<file path="src/rtl/lis_pkg.sv">
// Shared constants and control types for the longest increasing subsequence block.
package lis_pkg;

  localparam int unsigned MaxItems = 64;
  localparam int unsigned ValW     = 32;
  localparam int unsigned CntW     = 7;
  localparam int unsigned IdxW     = 6;

  typedef logic signed [ValW-1:0] val_t;
  typedef logic [CntW-1:0]        cnt_t;
  typedef logic [IdxW-1:0]        idx_t;

  typedef struct packed {
    logic accept;
    logic scan;
    logic store;
    logic walk_start;
    logic walk_wr;
    logic out_start;
    logic out_ld;
    logic finish;
  } cmd_t;

  typedef struct packed {
    logic full;
    logic scan_done;
    logic walk_last;
    logic out_done;
  } status_t;

endpackage

</file>
<file path="src/rtl/lis_ctrl.sv">
// Controller: sequences accept, scan, store, walk-back and emission phases.
module lis_ctrl (
  input  logic             clk_i,
  input  logic             rst_ni,
  input  logic             in_valid_i,
  input  logic             in_final_i,
  output logic             in_ready_o,
  input  logic             out_ready_i,
  output logic             out_valid_o,
  input  lis_pkg::status_t status_i,
  output lis_pkg::cmd_t    cmd_o
);

  typedef enum logic [3:0] {
    StIdle,
    StScan,
    StStore,
    StWalkSet,
    StWalkRd,
    StWalkWr,
    StOutRd,
    StOutLd,
    StOutHold
  } state_e;

  state_e state_q, state_d;
  logic   fin_q, fin_d;
  logic   in_ready_q, in_ready_d;
  logic   out_valid_q, out_valid_d;
  logic   in_beat;

  assign in_beat = in_valid_i && in_ready_q;

  always_comb begin
    state_d     = state_q;
    fin_d       = fin_q;
    in_ready_d  = 1'b0;
    out_valid_d = 1'b0;
    cmd_o       = '0;
    case (state_q)
      StIdle: begin
        in_ready_d = 1'b1;
        if (in_beat) begin
          fin_d      = in_final_i;
          in_ready_d = 1'b0;
          if (!status_i.full) begin
            cmd_o.accept = 1'b1;
            state_d      = StScan;
          end else if (in_final_i) begin
            state_d = StWalkSet;
          end else begin
            in_ready_d = 1'b1;
          end
        end
      end
      StScan: begin
        cmd_o.scan = 1'b1;
        if (status_i.scan_done) begin
          state_d = StStore;
        end
      end
      StStore: begin
        cmd_o.store = 1'b1;
        if (fin_q) begin
          state_d = StWalkSet;
        end else begin
          state_d    = StIdle;
          in_ready_d = 1'b1;
        end
      end
      StWalkSet: begin
        cmd_o.walk_start = 1'b1;
        state_d          = StWalkRd;
      end
      StWalkRd: begin
        state_d = StWalkWr;
      end
      StWalkWr: begin
        cmd_o.walk_wr = 1'b1;
        if (status_i.walk_last) begin
          cmd_o.out_start = 1'b1;
          state_d         = StOutRd;
        end else begin
          state_d = StWalkRd;
        end
      end
      StOutRd: begin
        state_d = StOutLd;
      end
      StOutLd: begin
        cmd_o.out_ld = 1'b1;
        out_valid_d  = 1'b1;
        state_d      = StOutHold;
      end
      StOutHold: begin
        out_valid_d = 1'b1;
        if (out_ready_i) begin
          out_valid_d = 1'b0;
          if (status_i.out_done) begin
            cmd_o.finish = 1'b1;
            state_d      = StIdle;
            in_ready_d   = 1'b1;
          end else begin
            state_d = StOutRd;
          end
        end
      end
      default: begin
        state_d    = StIdle;
        in_ready_d = 1'b1;
      end
    endcase
  end

  always_ff @(posedge clk_i or negedge rst_ni) begin
    if (!rst_ni) begin
      state_q     <= StIdle;
      fin_q       <= 1'b0;
      in_ready_q  <= 1'b0;
      out_valid_q <= 1'b0;
    end else begin
      state_q     <= state_d;
      fin_q       <= fin_d;
      in_ready_q  <= in_ready_d;
      out_valid_q <= out_valid_d;
    end
  end

  assign in_ready_o  = in_ready_q;
  assign out_valid_o = out_valid_q;

endmodule

</file>
<file path="config.mk">
export PLATFORM = sky130hd
export DESIGN_NAME = lis_ctrl
export DESIGN_NICKNAME = d
export VERILOG_FILES = /design/src/rtl/lis_pkg.sv /design/src/rtl/lis_ctrl.sv
export SDC_FILE = /design/constraint.sdc
export NUM_CORES = 1
export LEC_CHECK = 0
export BUFFER_PORTS_ARGS = -buffer_cell sky130_fd_sc_hd__buf_2
export CORE_AREA = 2 2 39 41
export CTS_BUF_LIST = sky130_fd_sc_hd__clkbuf_4 sky130_fd_sc_hd__clkbuf_8 sky130_fd_sc_hd__clkbuf_16
export CTS_CLUSTER_SIZE = 14
export DETAILED_ROUTE_END_ITERATION = 16
export DIE_AREA = 0 0 41 43
export GPL_TIMING_DRIVEN = 0
export PLACE_DENSITY = 0.66
export SYNTH_ARGS = -nofsm -noshare
export SYNTH_HDL_FRONTEND = slang
export SYNTH_SLANG_ARGS = --single-unit
</file>
<file path="constraint.sdc">
create_clock -name clk_i -period 2.48 [get_ports clk_i]
set_input_delay 0.248 -clock clk_i [delete_from_list [all_inputs] [get_ports clk_i]]
set_output_delay 0.248 -clock clk_i [all_outputs]
set_load 0.01 [all_outputs]
</file>
* After elaboration in Yosys (flattened, before gate mapping)
Index checks and enable logic that the tools add are counted.
Cells by class: equal/unequal tests 12, multiplexer cells 28, reductions and logical operators 5
Operators by type and width (number):
- $pmux W4 S9 | 1
- $mux W4 | 5
- $eq A4 B3 Y1 const B | 4
- $mux W1 | 16
- $eq A4 B2 Y1 const B | 2
- $mux W2 | 3
- $ne A2 B2 Y1 const B | 3
- $reduce_or A6 Y1 | 1
- $eq A4 B1 Y1 const B | 1
- $eq A4 B4 Y1 const B | 1
- $logic_not A4 Y1 | 1
- $pmux W1 S4 | 1
- $reduce_and A4 Y1 | 1
- $mux W3 | 1
- $ne A3 B3 Y1 const B | 1
- $pmux W1 S2 | 1
- $reduce_and A2 Y1 | 1
- $logic_and A1 B1 Y1 | 1
Word-level totals: bits in registers 7, input port bits 9, output and inout port bits 10, word-level logic and storage cells 49

* Longest topological paths before layout
Gate-level depths: netlist (run 1).
depth in word-level cells 4, depth in mapped cells 5, depth with buffers taken out 4

* Worst setup path after synthesis (run 1)
Ideal clock, no wire load.
path kind reg2out, start point register state_q[2], end point output port cmd_o[2] (netlist name), arrival time 1074 ps, required time 2232 ps, path slack 1158 ps, cell stages (with the launch flop) 5, path buffers 1, cell sequence dfrtp_1 > buf_4 > nand2b_1 > nor2_1 > and2_1
RTL lines:
- start: declaration | RTL line lis_ctrl.sv:26 | state_e state_q, state_d;
- start signal: assignment | RTL line lis_ctrl.sv:117 | state_q <= StIdle;
- start signal: assignment | RTL line lis_ctrl.sv:122 | state_q <= state_d;
- end: declaration | RTL line lis_ctrl.sv:11 | output lis_pkg::cmd_t cmd_o

==> results of run 1 <==
-- per-layer routing --
metal / GRT usage, % / vias to the layer above / wire (um)
met2: 24.7 / 8 / 610
met4: 14.0 / 0 / 8
met1: 20.9 / 228 / 530
li1: - / 263 / -
met5: 0 / - / 0
met3: 1.57 / 2 / 43
-- cells in the final DEF (no fill, tap or decap), drive strengths merged --
cell type and instances:
a211oi 1, a21oi 3, a22o 1, and2 1
and3 1, buf 21, clkbuf 5, dfrtp 7
dlygate4sd3 1, inv 2, mux2 2, nand2 5
nand2b 3, nand3 1, nor2 9, nor2b 3
nor3 5, o211a 1, o21a 2, o21ai 1
o22ai 2, o32ai 1, o41ai 1, or2 1
or3 1, or3b 1, or4b 2
-- report_power, final --
part	total (W)	leakage, nW	internal (W)	switching (W)
logic	0.000430	0.226	0.000188	0.000242
clock network	0.000108	0.0184	0.0000719	0.0000357
registers	0.000190	0.0900	0.000158	0.0000313
-- cells in the mapped netlist (2+ instances only) --
master    number  area share, %
nor2_1         9            6.4
dfrtp_1        7             33
nand2_1        4            2.9
nor3_1         4            3.8
a21oi_1        3            2.9
nand2b_1       3            3.6
nor2b_1        3            3.6
buf_4          2            2.9
inv_1          2            1.4
o21a_1         2            2.9
o22ai_1        2            2.4
or4b_1         2            3.8
-- worst register-to-register path: stages, from the launching register on --
cell and delay (ps):
dfrtp_1 430, or3_1 390, nor2_1 120, mux2_1 330
-- logic make-up (layout without fill, tap and decap cells) --
family / after synthesis / count (layout)
buffers and inverters: 6 / 29
AOI/OAI and AO/OA: 13 / 13
and+or+nand+nor: 33 / 33
DFF: 7 / 7
muxes: 2 / 2
-- flip-flops by register name, indices dropped and copies added, names as in the netlist --
| register | count |
|---|---|
| state_q | 4 |
| in_ready_o | 1 |
| fin_q | 1 |
| out_valid_o | 1 |
-- per-stage QoR --
step	cells	instance area (um2)	util (%)	setup WS, ps	hold slack (ps)
2_1_floorplan	61	524	-	1160	-47.6
3_3_place_gp	95	634	45.8	1010	78.7
3_5_place_dp	95	634	45.8	990	80.3
4_1_cts	100	674	48.7	708	225
5_1_grt	100	674	48.7	598	235
6_report	100	674	48.7	733	239
-- cell type report --
| type | instances | area [um2] | share of cell area [%] |
|---|---|---|---|
| buffer | 4 | 23.8 | 3.53 |
| sequential | 7 | 175 | 26.0 |
| inverter | 2 | 7.51 | 1.11 |
| tap | 16 | 20.0 | 2.97 |
| timing repair buffer | 19 | 100 | 14.8 |
| multi-input combinational | 48 | 318 | 47.1 |
| clock buffer | 4 | 30.0 | 4.45 |
-- worst min-delay path by stage --
stage	start	to	cells after the start
4_1_cts	out_ready_i	state_q[3]$_DFFE_PN0P_	2
3_5_place_dp	rst_ni	state_q[3]$_DFFE_PN0P_	1
6_report	out_ready_i	state_q[3]$_DFFE_PN0P_	2
5_1_grt	out_ready_i	state_q[3]$_DFFE_PN0P_	2
2_1_floorplan	rst_ni	fin_q$_DFFE_PN0P_	0
3_3_place_gp	rst_ni	out_valid_o$_DFF_PN0_	1
-- timing repair --
action                    CTS  global route
buffers inserted            0             0
hold buffers                1             0
hold endpoints to repair    7             0
==> impl_metrics.csv, run 1 <==
group,metric,value,unit
clocking,cts_resized,0,
floorplan,rows,14,
hold_path,hp-class,"in -> reg",
sta,slew_viol_final,0,
clocking,clk_pin_slew,40,ps
setup_path,cp.required,2230,ps
sta,finalCritPeriodShare,70.4,%
setup_path,cp-end-kind,"output port",
synth,async_flop_share,100,%
clocking,cts_max_path_buffers,2,
sta,setup_viol,0,
setup_path,reg2regPathDepth,3,
routing,routed_wl,1190,um
layout,num_antenna_cells,0,
synth,yosys.area_share.simple,36.8,%
power,cellPowerDensity,1080,nW/um2
synth,synth_cell_types,30,
sta,clock_skew,1.58,ps
setup_path,r2r_start,"state_q[3]$_DFFE_PN0P_",
floorplan,coreArea,1380,um2
routing,ant_nets,0,
placed_design,hpwlAfterDp,950,um
setup_path,rrSetupSlack,1090,ps
routing,dr.first_iter.drc_count,2,
setup_path,cp.arrival,1500,ps
synth,seq_area_frac_synth,33.4,%
clocking,cts_root_buf,"clkbuf_4",
job,cap_viol_max_count,0,
clocking,cts_tree,"yes",
synth,synth_xor_area_share,0,%
placed_design,gp_congestion,0.775,
setup_path,cp_top_family,"buffers and inverters",
routing,firstDrtPassIters,3,
setup_path,critical_path.startpoint,"state_q[3]$_DFFE_PN0P_",
sta,setup_tns,0,ps
clocking,clk-insertion-delay-late,240,ps
synth,synthCells,61,
synth,synth_top_family_by_area,"simple AND/OR/NAND/NOR gates",
global_route,first_global_vias,465,
floorplan,die_area,1760,um2
synth,synthesis.area,524,um2
setup_path,path_buf_inv,2,
layout,n_fill_cell,152,
layout,syn2layout_area_growth,28.6,%
synth,synth_edf_count,0,
synth,yosys_warnings,0,
sta,hold_viol,0,
synth,synth_compound_area_share,19.6,%
setup_path,r2r_end,"fin_q$_DFFE_PN0P_",
synth,avgSynthCellArea,8.59,um2
layout,layout-drive-gt1-share,35.7,%
clocking,clock_sink_count,7,
synth,ys.flop_type,"dfrtp_1",
synth,yosys_register_bits,7,
synth,synth_nets,70,
synth,synthMuxAreaShare,4.30,%
power,vdd_drop_max,0.371,mV
floorplan,dieWidth,41,um
global_route,grt_usage,16.8,%
sta,worst_pin_slew,420,ps
floorplan,ios,19,
floorplan,chipHeight,43,um
setup_path,cpMaxStageDelayCell,"dfrtp_1",
floorplan,start_util,37.9,%
setup_path,cp-endpoint,"cmd_o[0]",
routing,via_per_inst,5.01,
power,total_power,0.000727,W
setup_path,critPathMaxStageDelay,420,ps
setup_path,crit_chain,"clkbuf_1, nand2_1, nor2_1, buf_2",
setup_path,critPathKind,"reg -> out",
global_route,grt_overflow_total,0,
global_route,grt_max_degree,11,
setup_path,worstPathMaxFanout,10,
clocking,tritoncts.num_buffers,3,
routing,drc,0,
sta,fin_crit,1750,ps
global_route,grt_pass1_wl,1930,um
placed_design,port_buffers,18,
sta,rsz0062_at_grt,"false",
setup_path,cp.depth,4,
sta,slew_headroom,72.0,%
sta,max_freq,573,MHz
power,p_leak,0.334,nW
layout,nets,94,
global_route,antenna_found_initial,0,
status,status,"finished clean",
routing,dr_total_vias,501,
setup_path,worstSetupStartpointType,"flip-flop",
routing,post_drt_wl_per_cell,11.9,um
clocking,ctsHtreeMaxLevel,1,
synth,synth-adder-area-share,0,%
Note: power is estimated with default switching activity, not from simulation.
==> run 2, diff against run 1 <==
clock period = 1.7 ns   (was 2.48 ns; I/O delays follow)
==> impl_metrics.csv, run 2 (same netlist as run 1, synthesis figures left out) <==
group,metric,value,unit
power,seq_power_share,25.9,%
global_route,grt_max_degree,11,
setup_path,cp-end-kind,"output port",
clocking,clock_sink_count,7,
placed_design,hpwlAfterDp,950,um
setup_path,worstPathMaxFanout,10,
floorplan,chipHeight,43,um
sta,max_freq,624,MHz
global_route,grt_usage,16.8,%
hold_path,hp-class,"in -> reg",
sta,rsz0062_at_grt,"false",
power,cellPowerDensity,1580,nW/um2
layout,seqCellArea,175,um2
sta,finalCritPeriodShare,94.2,%
sta,fin_crit,1600,ps
setup_path,critPathKind,"reg -> out",
power,p_switching,0.000456,W
power,clock_power_share,14.6,%
sta,worst_pin_slew,278,ps
setup_path,cp.arrival,1430,ps
sta,setup_tns,0,ps
layout,nets,94,
layout,final_area,683,um2
clocking,clk-insertion-delay-late,240,ps
clocking,cts_tree,"yes",
placed_design,port_buffers,18,
global_route,first_global_vias,465,
routing,via_per_inst,5.01,
global_route,grt_overflow_total,0,
job,cap_viol_max_count,0,
sta,whs,164,ps
floorplan,coreArea,1380,um2
power,p_leak,0.338,nW
placed_design,gp_congestion,0.775,
layout,top_register,"state_q",
layout,multi_input_area,323,um2
routing,dr.first_iter.drc_count,6,
layout,layout-drive-gt1-share,39.3,%
layout,n_fill_cell,151,
power,vdd_drop_max,0.561,mV
clocking,tritoncts.num_buffers,3,
sta,slew_headroom,81.4,%
setup_path,cp.required,1530,ps
global_route,grt_pass1_wl,1930,um
floorplan,ios,19,
layout,final_cell_mix,"buf_2 (18), nor2_1 (8), dfrtp_1 (7)",
power,swShare,42.3,%
floorplan,dieWidth,41,um
layout,syn2layout_area_growth,30.3,%
clocking,cts_max_path_buffers,2,
placed_design,dpl-instance-area,634,um2
clocking,clk_pin_slew,40,ps
sta,clock_skew,1.58,ps
setup_path,critPathMaxStageDelay,400,ps
layout,final_common_cell,"buf_2",
setup_path,crit_chain,"buf_4, nor3_4, nand2_1, nor2_1, buf_2",
routing,drc,0,
routing,dr_total_vias,501,
routing,firstDrtPassIters,3,
sta,slew_viol_final,0,
floorplan,start_util,37.9,%
routing,routed_wl,1190,um
sta,setup_viol,0,
clocking,ctsHtreeMaxLevel,1,
status,status,"finished clean",
clocking,cts_root_buf,"clkbuf_4",
setup_path,cpMaxStageDelayCell,"dfrtp_1",
routing,ant_nets,0,
floorplan,die_area,1760,um2
global_route,antenna_found_initial,0,
power,internal_power,0.000622,W
floorplan,rows,14,
setup_path,worstSetupStartpointType,"flip-flop",
routing,post_drt_wl_per_cell,11.9,um
sta,hold_viol,0,
power,power_frac_comb,59.6,%
layout,num_antenna_cells,0,
layout,largest_reg_flops,4,
-- run 2: critical path, delay by kind of cell, from the launching register on --
kind	cells	cell delay (ps)
DFF	1	400
buffers and inverters	2	330
and+or+nand+nor	3	460
-- run 2: what timing repair did --
item	CTS	global route
buffers inserted	0	0
gates resized for setup	0	6
hold endpoints to repair	7	0
endpoints found under the setup margin	0	3
hold buffers	1	0
-- run 2: power by group through the flow --
stage	registers (W)	clock network, W	logic (W)
final	0.000279	0.000157	0.000642
after global placement	0.000276	0	0.000623
after CTS	0.000276	0.000168	0.000631
after floorplan	0.000274	0	0.000471
after detailed placement	0.000279	0	0.000628
after global routing	0.000284	0.000177	0.000707
-- run 2: worst paths after layout --
path | from | end | slack [ps] | cells after the start
worst min-delay path | out_ready_i | state_q[3]$_DFFE_PN0P_ | 160 | 2
worst min register to register | fin_q$_DFFE_PN0P_ | in_ready_o$_DFF_PN0_ | 530 | 1
max in group asynchronous | rst_ni | state_q[0]$_DFFE_PN0P_ | 1260 | 2
worst max register to register | state_q[3]$_DFFE_PN0P_ | fin_q$_DFFE_PN0P_ | 300 | 3
min in group asynchronous | rst_ni | state_q[1]$_DFFE_PN0P_ | 290 | 2
worst max-delay path | state_q[0]$_DFFE_PN0P_ | cmd_o[0] | 100 | 5
-- run 2: layout make-up --
class,count,area share [%]
clock buffer,4,4.40
timing repair buffer,19,14.7
inverter,2,1.10
sequential,7,25.6
buffer,4,4.03
multi-input combinational,48,47.3
tap,16,2.93
-- run 2: per-layer routing --
layer | global-route usage [%] | wire (um)
met5 | 0 | 0
met4 | 14.0 | 8
met3 | 1.57 | 43
met2 | 24.7 | 617
met1 | 20.9 | 523
-- run 2: metrics by stage --
stage	setup slack, ps	power (W)	utilization [%]	instances
final	98.1	0.00108	49.4	100
after global routing	16.7	0.00117	49.4	100
after CTS	6.09	0.00108	48.7	100
after detailed placement	288	0.000907	45.8	95
after global placement	305	0.000899	45.8	95
after floorplan	396	0.000744	-	61
==> run 3, diff against run 2 <==
CELL_PAD_IN_SITES_DETAIL_PLACEMENT = 1   (was unset)
CELL_PAD_IN_SITES_GLOBAL_PLACEMENT = 2   (was unset)
CORE_AREA = unset   (was 2 2 39 41)
CORE_MARGIN = 2   (was unset)
CORE_UTILIZATION = 26   (was unset)
CTS_BUF_LIST = sky130_fd_sc_hd__clkbuf_16   (was sky130_fd_sc_hd__clkbuf_4 sky130_fd_sc_hd__clkbuf_8 sky130_fd_sc_hd__clkbuf_16)
DIE_AREA = unset   (was 0 0 41 43)
PLACE_DENSITY = unset   (was 0.66)
PLACE_DENSITY_LB_ADDON = 0.1   (was unset)
==> impl_metrics.csv, run 3 (same netlist as run 1, synthesis figures left out) <==
group,metric,value,unit
setup_path,rrSetupSlack,300,ps
clocking,clk-insertion-delay-late,230,ps
power,p_switching,0.000504,W
sta,hold_viol,0,
floorplan,dieWidth,48.9,um
layout,nets,94,
setup_path,critPathKind,"reg -> out",
floorplan,chipHeight,48.9,um
layout,largest_reg_flops,4,
clocking,cts_max_path_buffers,2,
routing,firstDrtPassIters,4,
global_route,first_global_vias,552,
clocking,cts_tree,"yes",
setup_path,worstSetupStartpointType,"flip-flop",
layout,instances_no_fill,111,
sta,slew_viol_final,0,
setup_path,r2r_start,"state_q[3]$_DFFE_PN0P_",
clocking,ctsHtreeMaxLevel,1,
clocking,cts_root_buf,"clkbuf_16",
routing,routed_wl,1480,um
sta,max_freq,634,MHz
job,cap_viol_max_count,0,
clocking,clk_pin_slew,40,ps
routing,post_drt_wl_per_cell,13.3,um
power,clock_power_share,29.6,%
status,status,"finished clean",
sta,finalCritPeriodShare,92.8,%
clocking,clock_sink_count,7,
global_route,antenna_found_initial,0,
clocking,post_cts_buffers,0,
sta,setup_tns,0,ps
sta,worst_pin_slew,262,ps
setup_path,worstPathMaxFanout,10,
global_route,grt_pass1_wl,2570,um
global_route,grt.busiest_layer,"met2",
floorplan,rows,16,
global_route,grt_use_met3,2.45,%
routing,dr_total_vias,533,
placed_design,hpwlAfterDp,1150,um
routing,dr.first_iter.drc_count,4,
global_route,met1_usage,17.7,%
sta,clock_skew,1.56,ps
power,p_leak,0.362,nW
routing,ant_nets,0,
placed_design,port_buffers,18,
sta,slew_headroom,82.4,%
setup_path,cp.required,1530,ps
floorplan,die_area,2390,um2
layout,top_register,"state_q",
layout,final_cell_mix,"buf_2 (18), nor2_1 (9), dfrtp_1 (7)",
power,internal_power,0.000819,W
hold_path,hold_depth,2,
floorplan,ios,19,
power,cellPowerDensity,1790,nW/um2
hold_path,hp-class,"in -> reg",
floorplan,start_util,27.3,%
global_route,grt_usage,14.4,%
floorplan,coreArea,1920,um2
hold_path,worstHoldStart,"out_ready_i",
power,vdd_drop_max,0.687,mV
setup_path,cp-end-kind,"output port",
placed_design,dp.cells,106,
layout,num_antenna_cells,0,
global_route,grt_overflow_total,0,
sta,setup_viol,0,
global_route,met2_usage,22.8,%
routing,drc,0,
sta,rsz0062_at_grt,"false",
power,swShare,38.1,%
power,total_power,0.00132,W
setup_path,reg2regPathDepth,3,
setup_path,cp.arrival,1410,ps
layout,syn2layout_area_growth,41.3,%
layout,layout-drive-gt1-share,35.7,%
routing,via_per_inst,4.80,
clocking,tritoncts.num_buffers,3,
setup_path,r2r_end,"fin_q$_DFFE_PN0P_",
placed_design,gp_congestion,0.699,
power,seq_power_share,21.2,%
global_route,grt_max_degree,11,
hold_path,hold_end,"state_q[3]$_DFFE_PN0P_",
sta,fin_crit,1580,ps
layout,final_common_cell,"buf_2",
power,power_frac_comb,49.2,%
run 3: worst max-delay path by stage:
stage                                      start           endpoint  slack (ps)  cells after the start
after floorplan           state_q[3]$_DFFE_PN0P_  fin_q$_DFFE_PN0P_         400                      3
after detailed placement  state_q[3]$_DFFE_PN0P_  fin_q$_DFFE_PN0P_         290                      3
after global routing      state_q[0]$_DFFE_PN0P_           cmd_o[0]          20                      5
after global placement    state_q[3]$_DFFE_PN0P_           cmd_o[0]         280                      4
after CTS                 state_q[3]$_DFFE_PN0P_           cmd_o[0]          50                      4
final                     state_q[0]$_DFFE_PN0P_           cmd_o[0]         120                      5
run 3: power by group through the flow:
stage	Sequential [W]	Combinational [W]	Clock [W]
6_report	0.000280	0.000651	0.000392
5_1_grt	0.000290	0.000729	0.000408
4_1_cts	0.000281	0.000655	0.000394
3_5_place_dp	0.000283	0.000648	0
3_3_place_gp	0.000278	0.000647	0
2_1_floorplan	0.000274	0.000471	0
run 3: layout make-up:
cell class	instances	area (um2)
Fill cell	242	1180
Multi-Input combinational cell	48	318
Sequential cell	7	175
Timing Repair Buffer	19	100
Clock buffer	3	75.1
Tap cell	27	33.8
Buffer	4	27.5
Inverter	2	7.51
Clock inverter	1	3.75
run 3: critical path: stages, from the launching register on:
cell	delay, ps
dfrtp_1	390
buf_4	200
nor3_4	220
nand2_1	120
nor2_1	110
buf_2	130
run 3: through the flow:
step	setup WS (ps)	hold slack, ps	cell area (um2)	utilization (%)
2_1_floorplan	396	-126	524	-
3_3_place_gp	283	14.1	648	33.7
4_1_cts	50.2	169	737	38.3
5_1_grt	18.1	182	741	38.5
6_report	122	166	741	38.5
3_5_place_dp	286	17.3	648	33.7
run 3: what timing repair did:
item                       CTS  global route
resized for setup            0             4
hold endpoints to repair     7             0
setup endpoints to repair    0             2
hold buffers                 1             0
run 3: routing by layer:
layer / routed length, um / vias to the layer above
met5: 0 / -
met4: 16 / 0
met3: 49 / 3
met2: 709 / 15
met1: 702 / 249
li1: - / 266
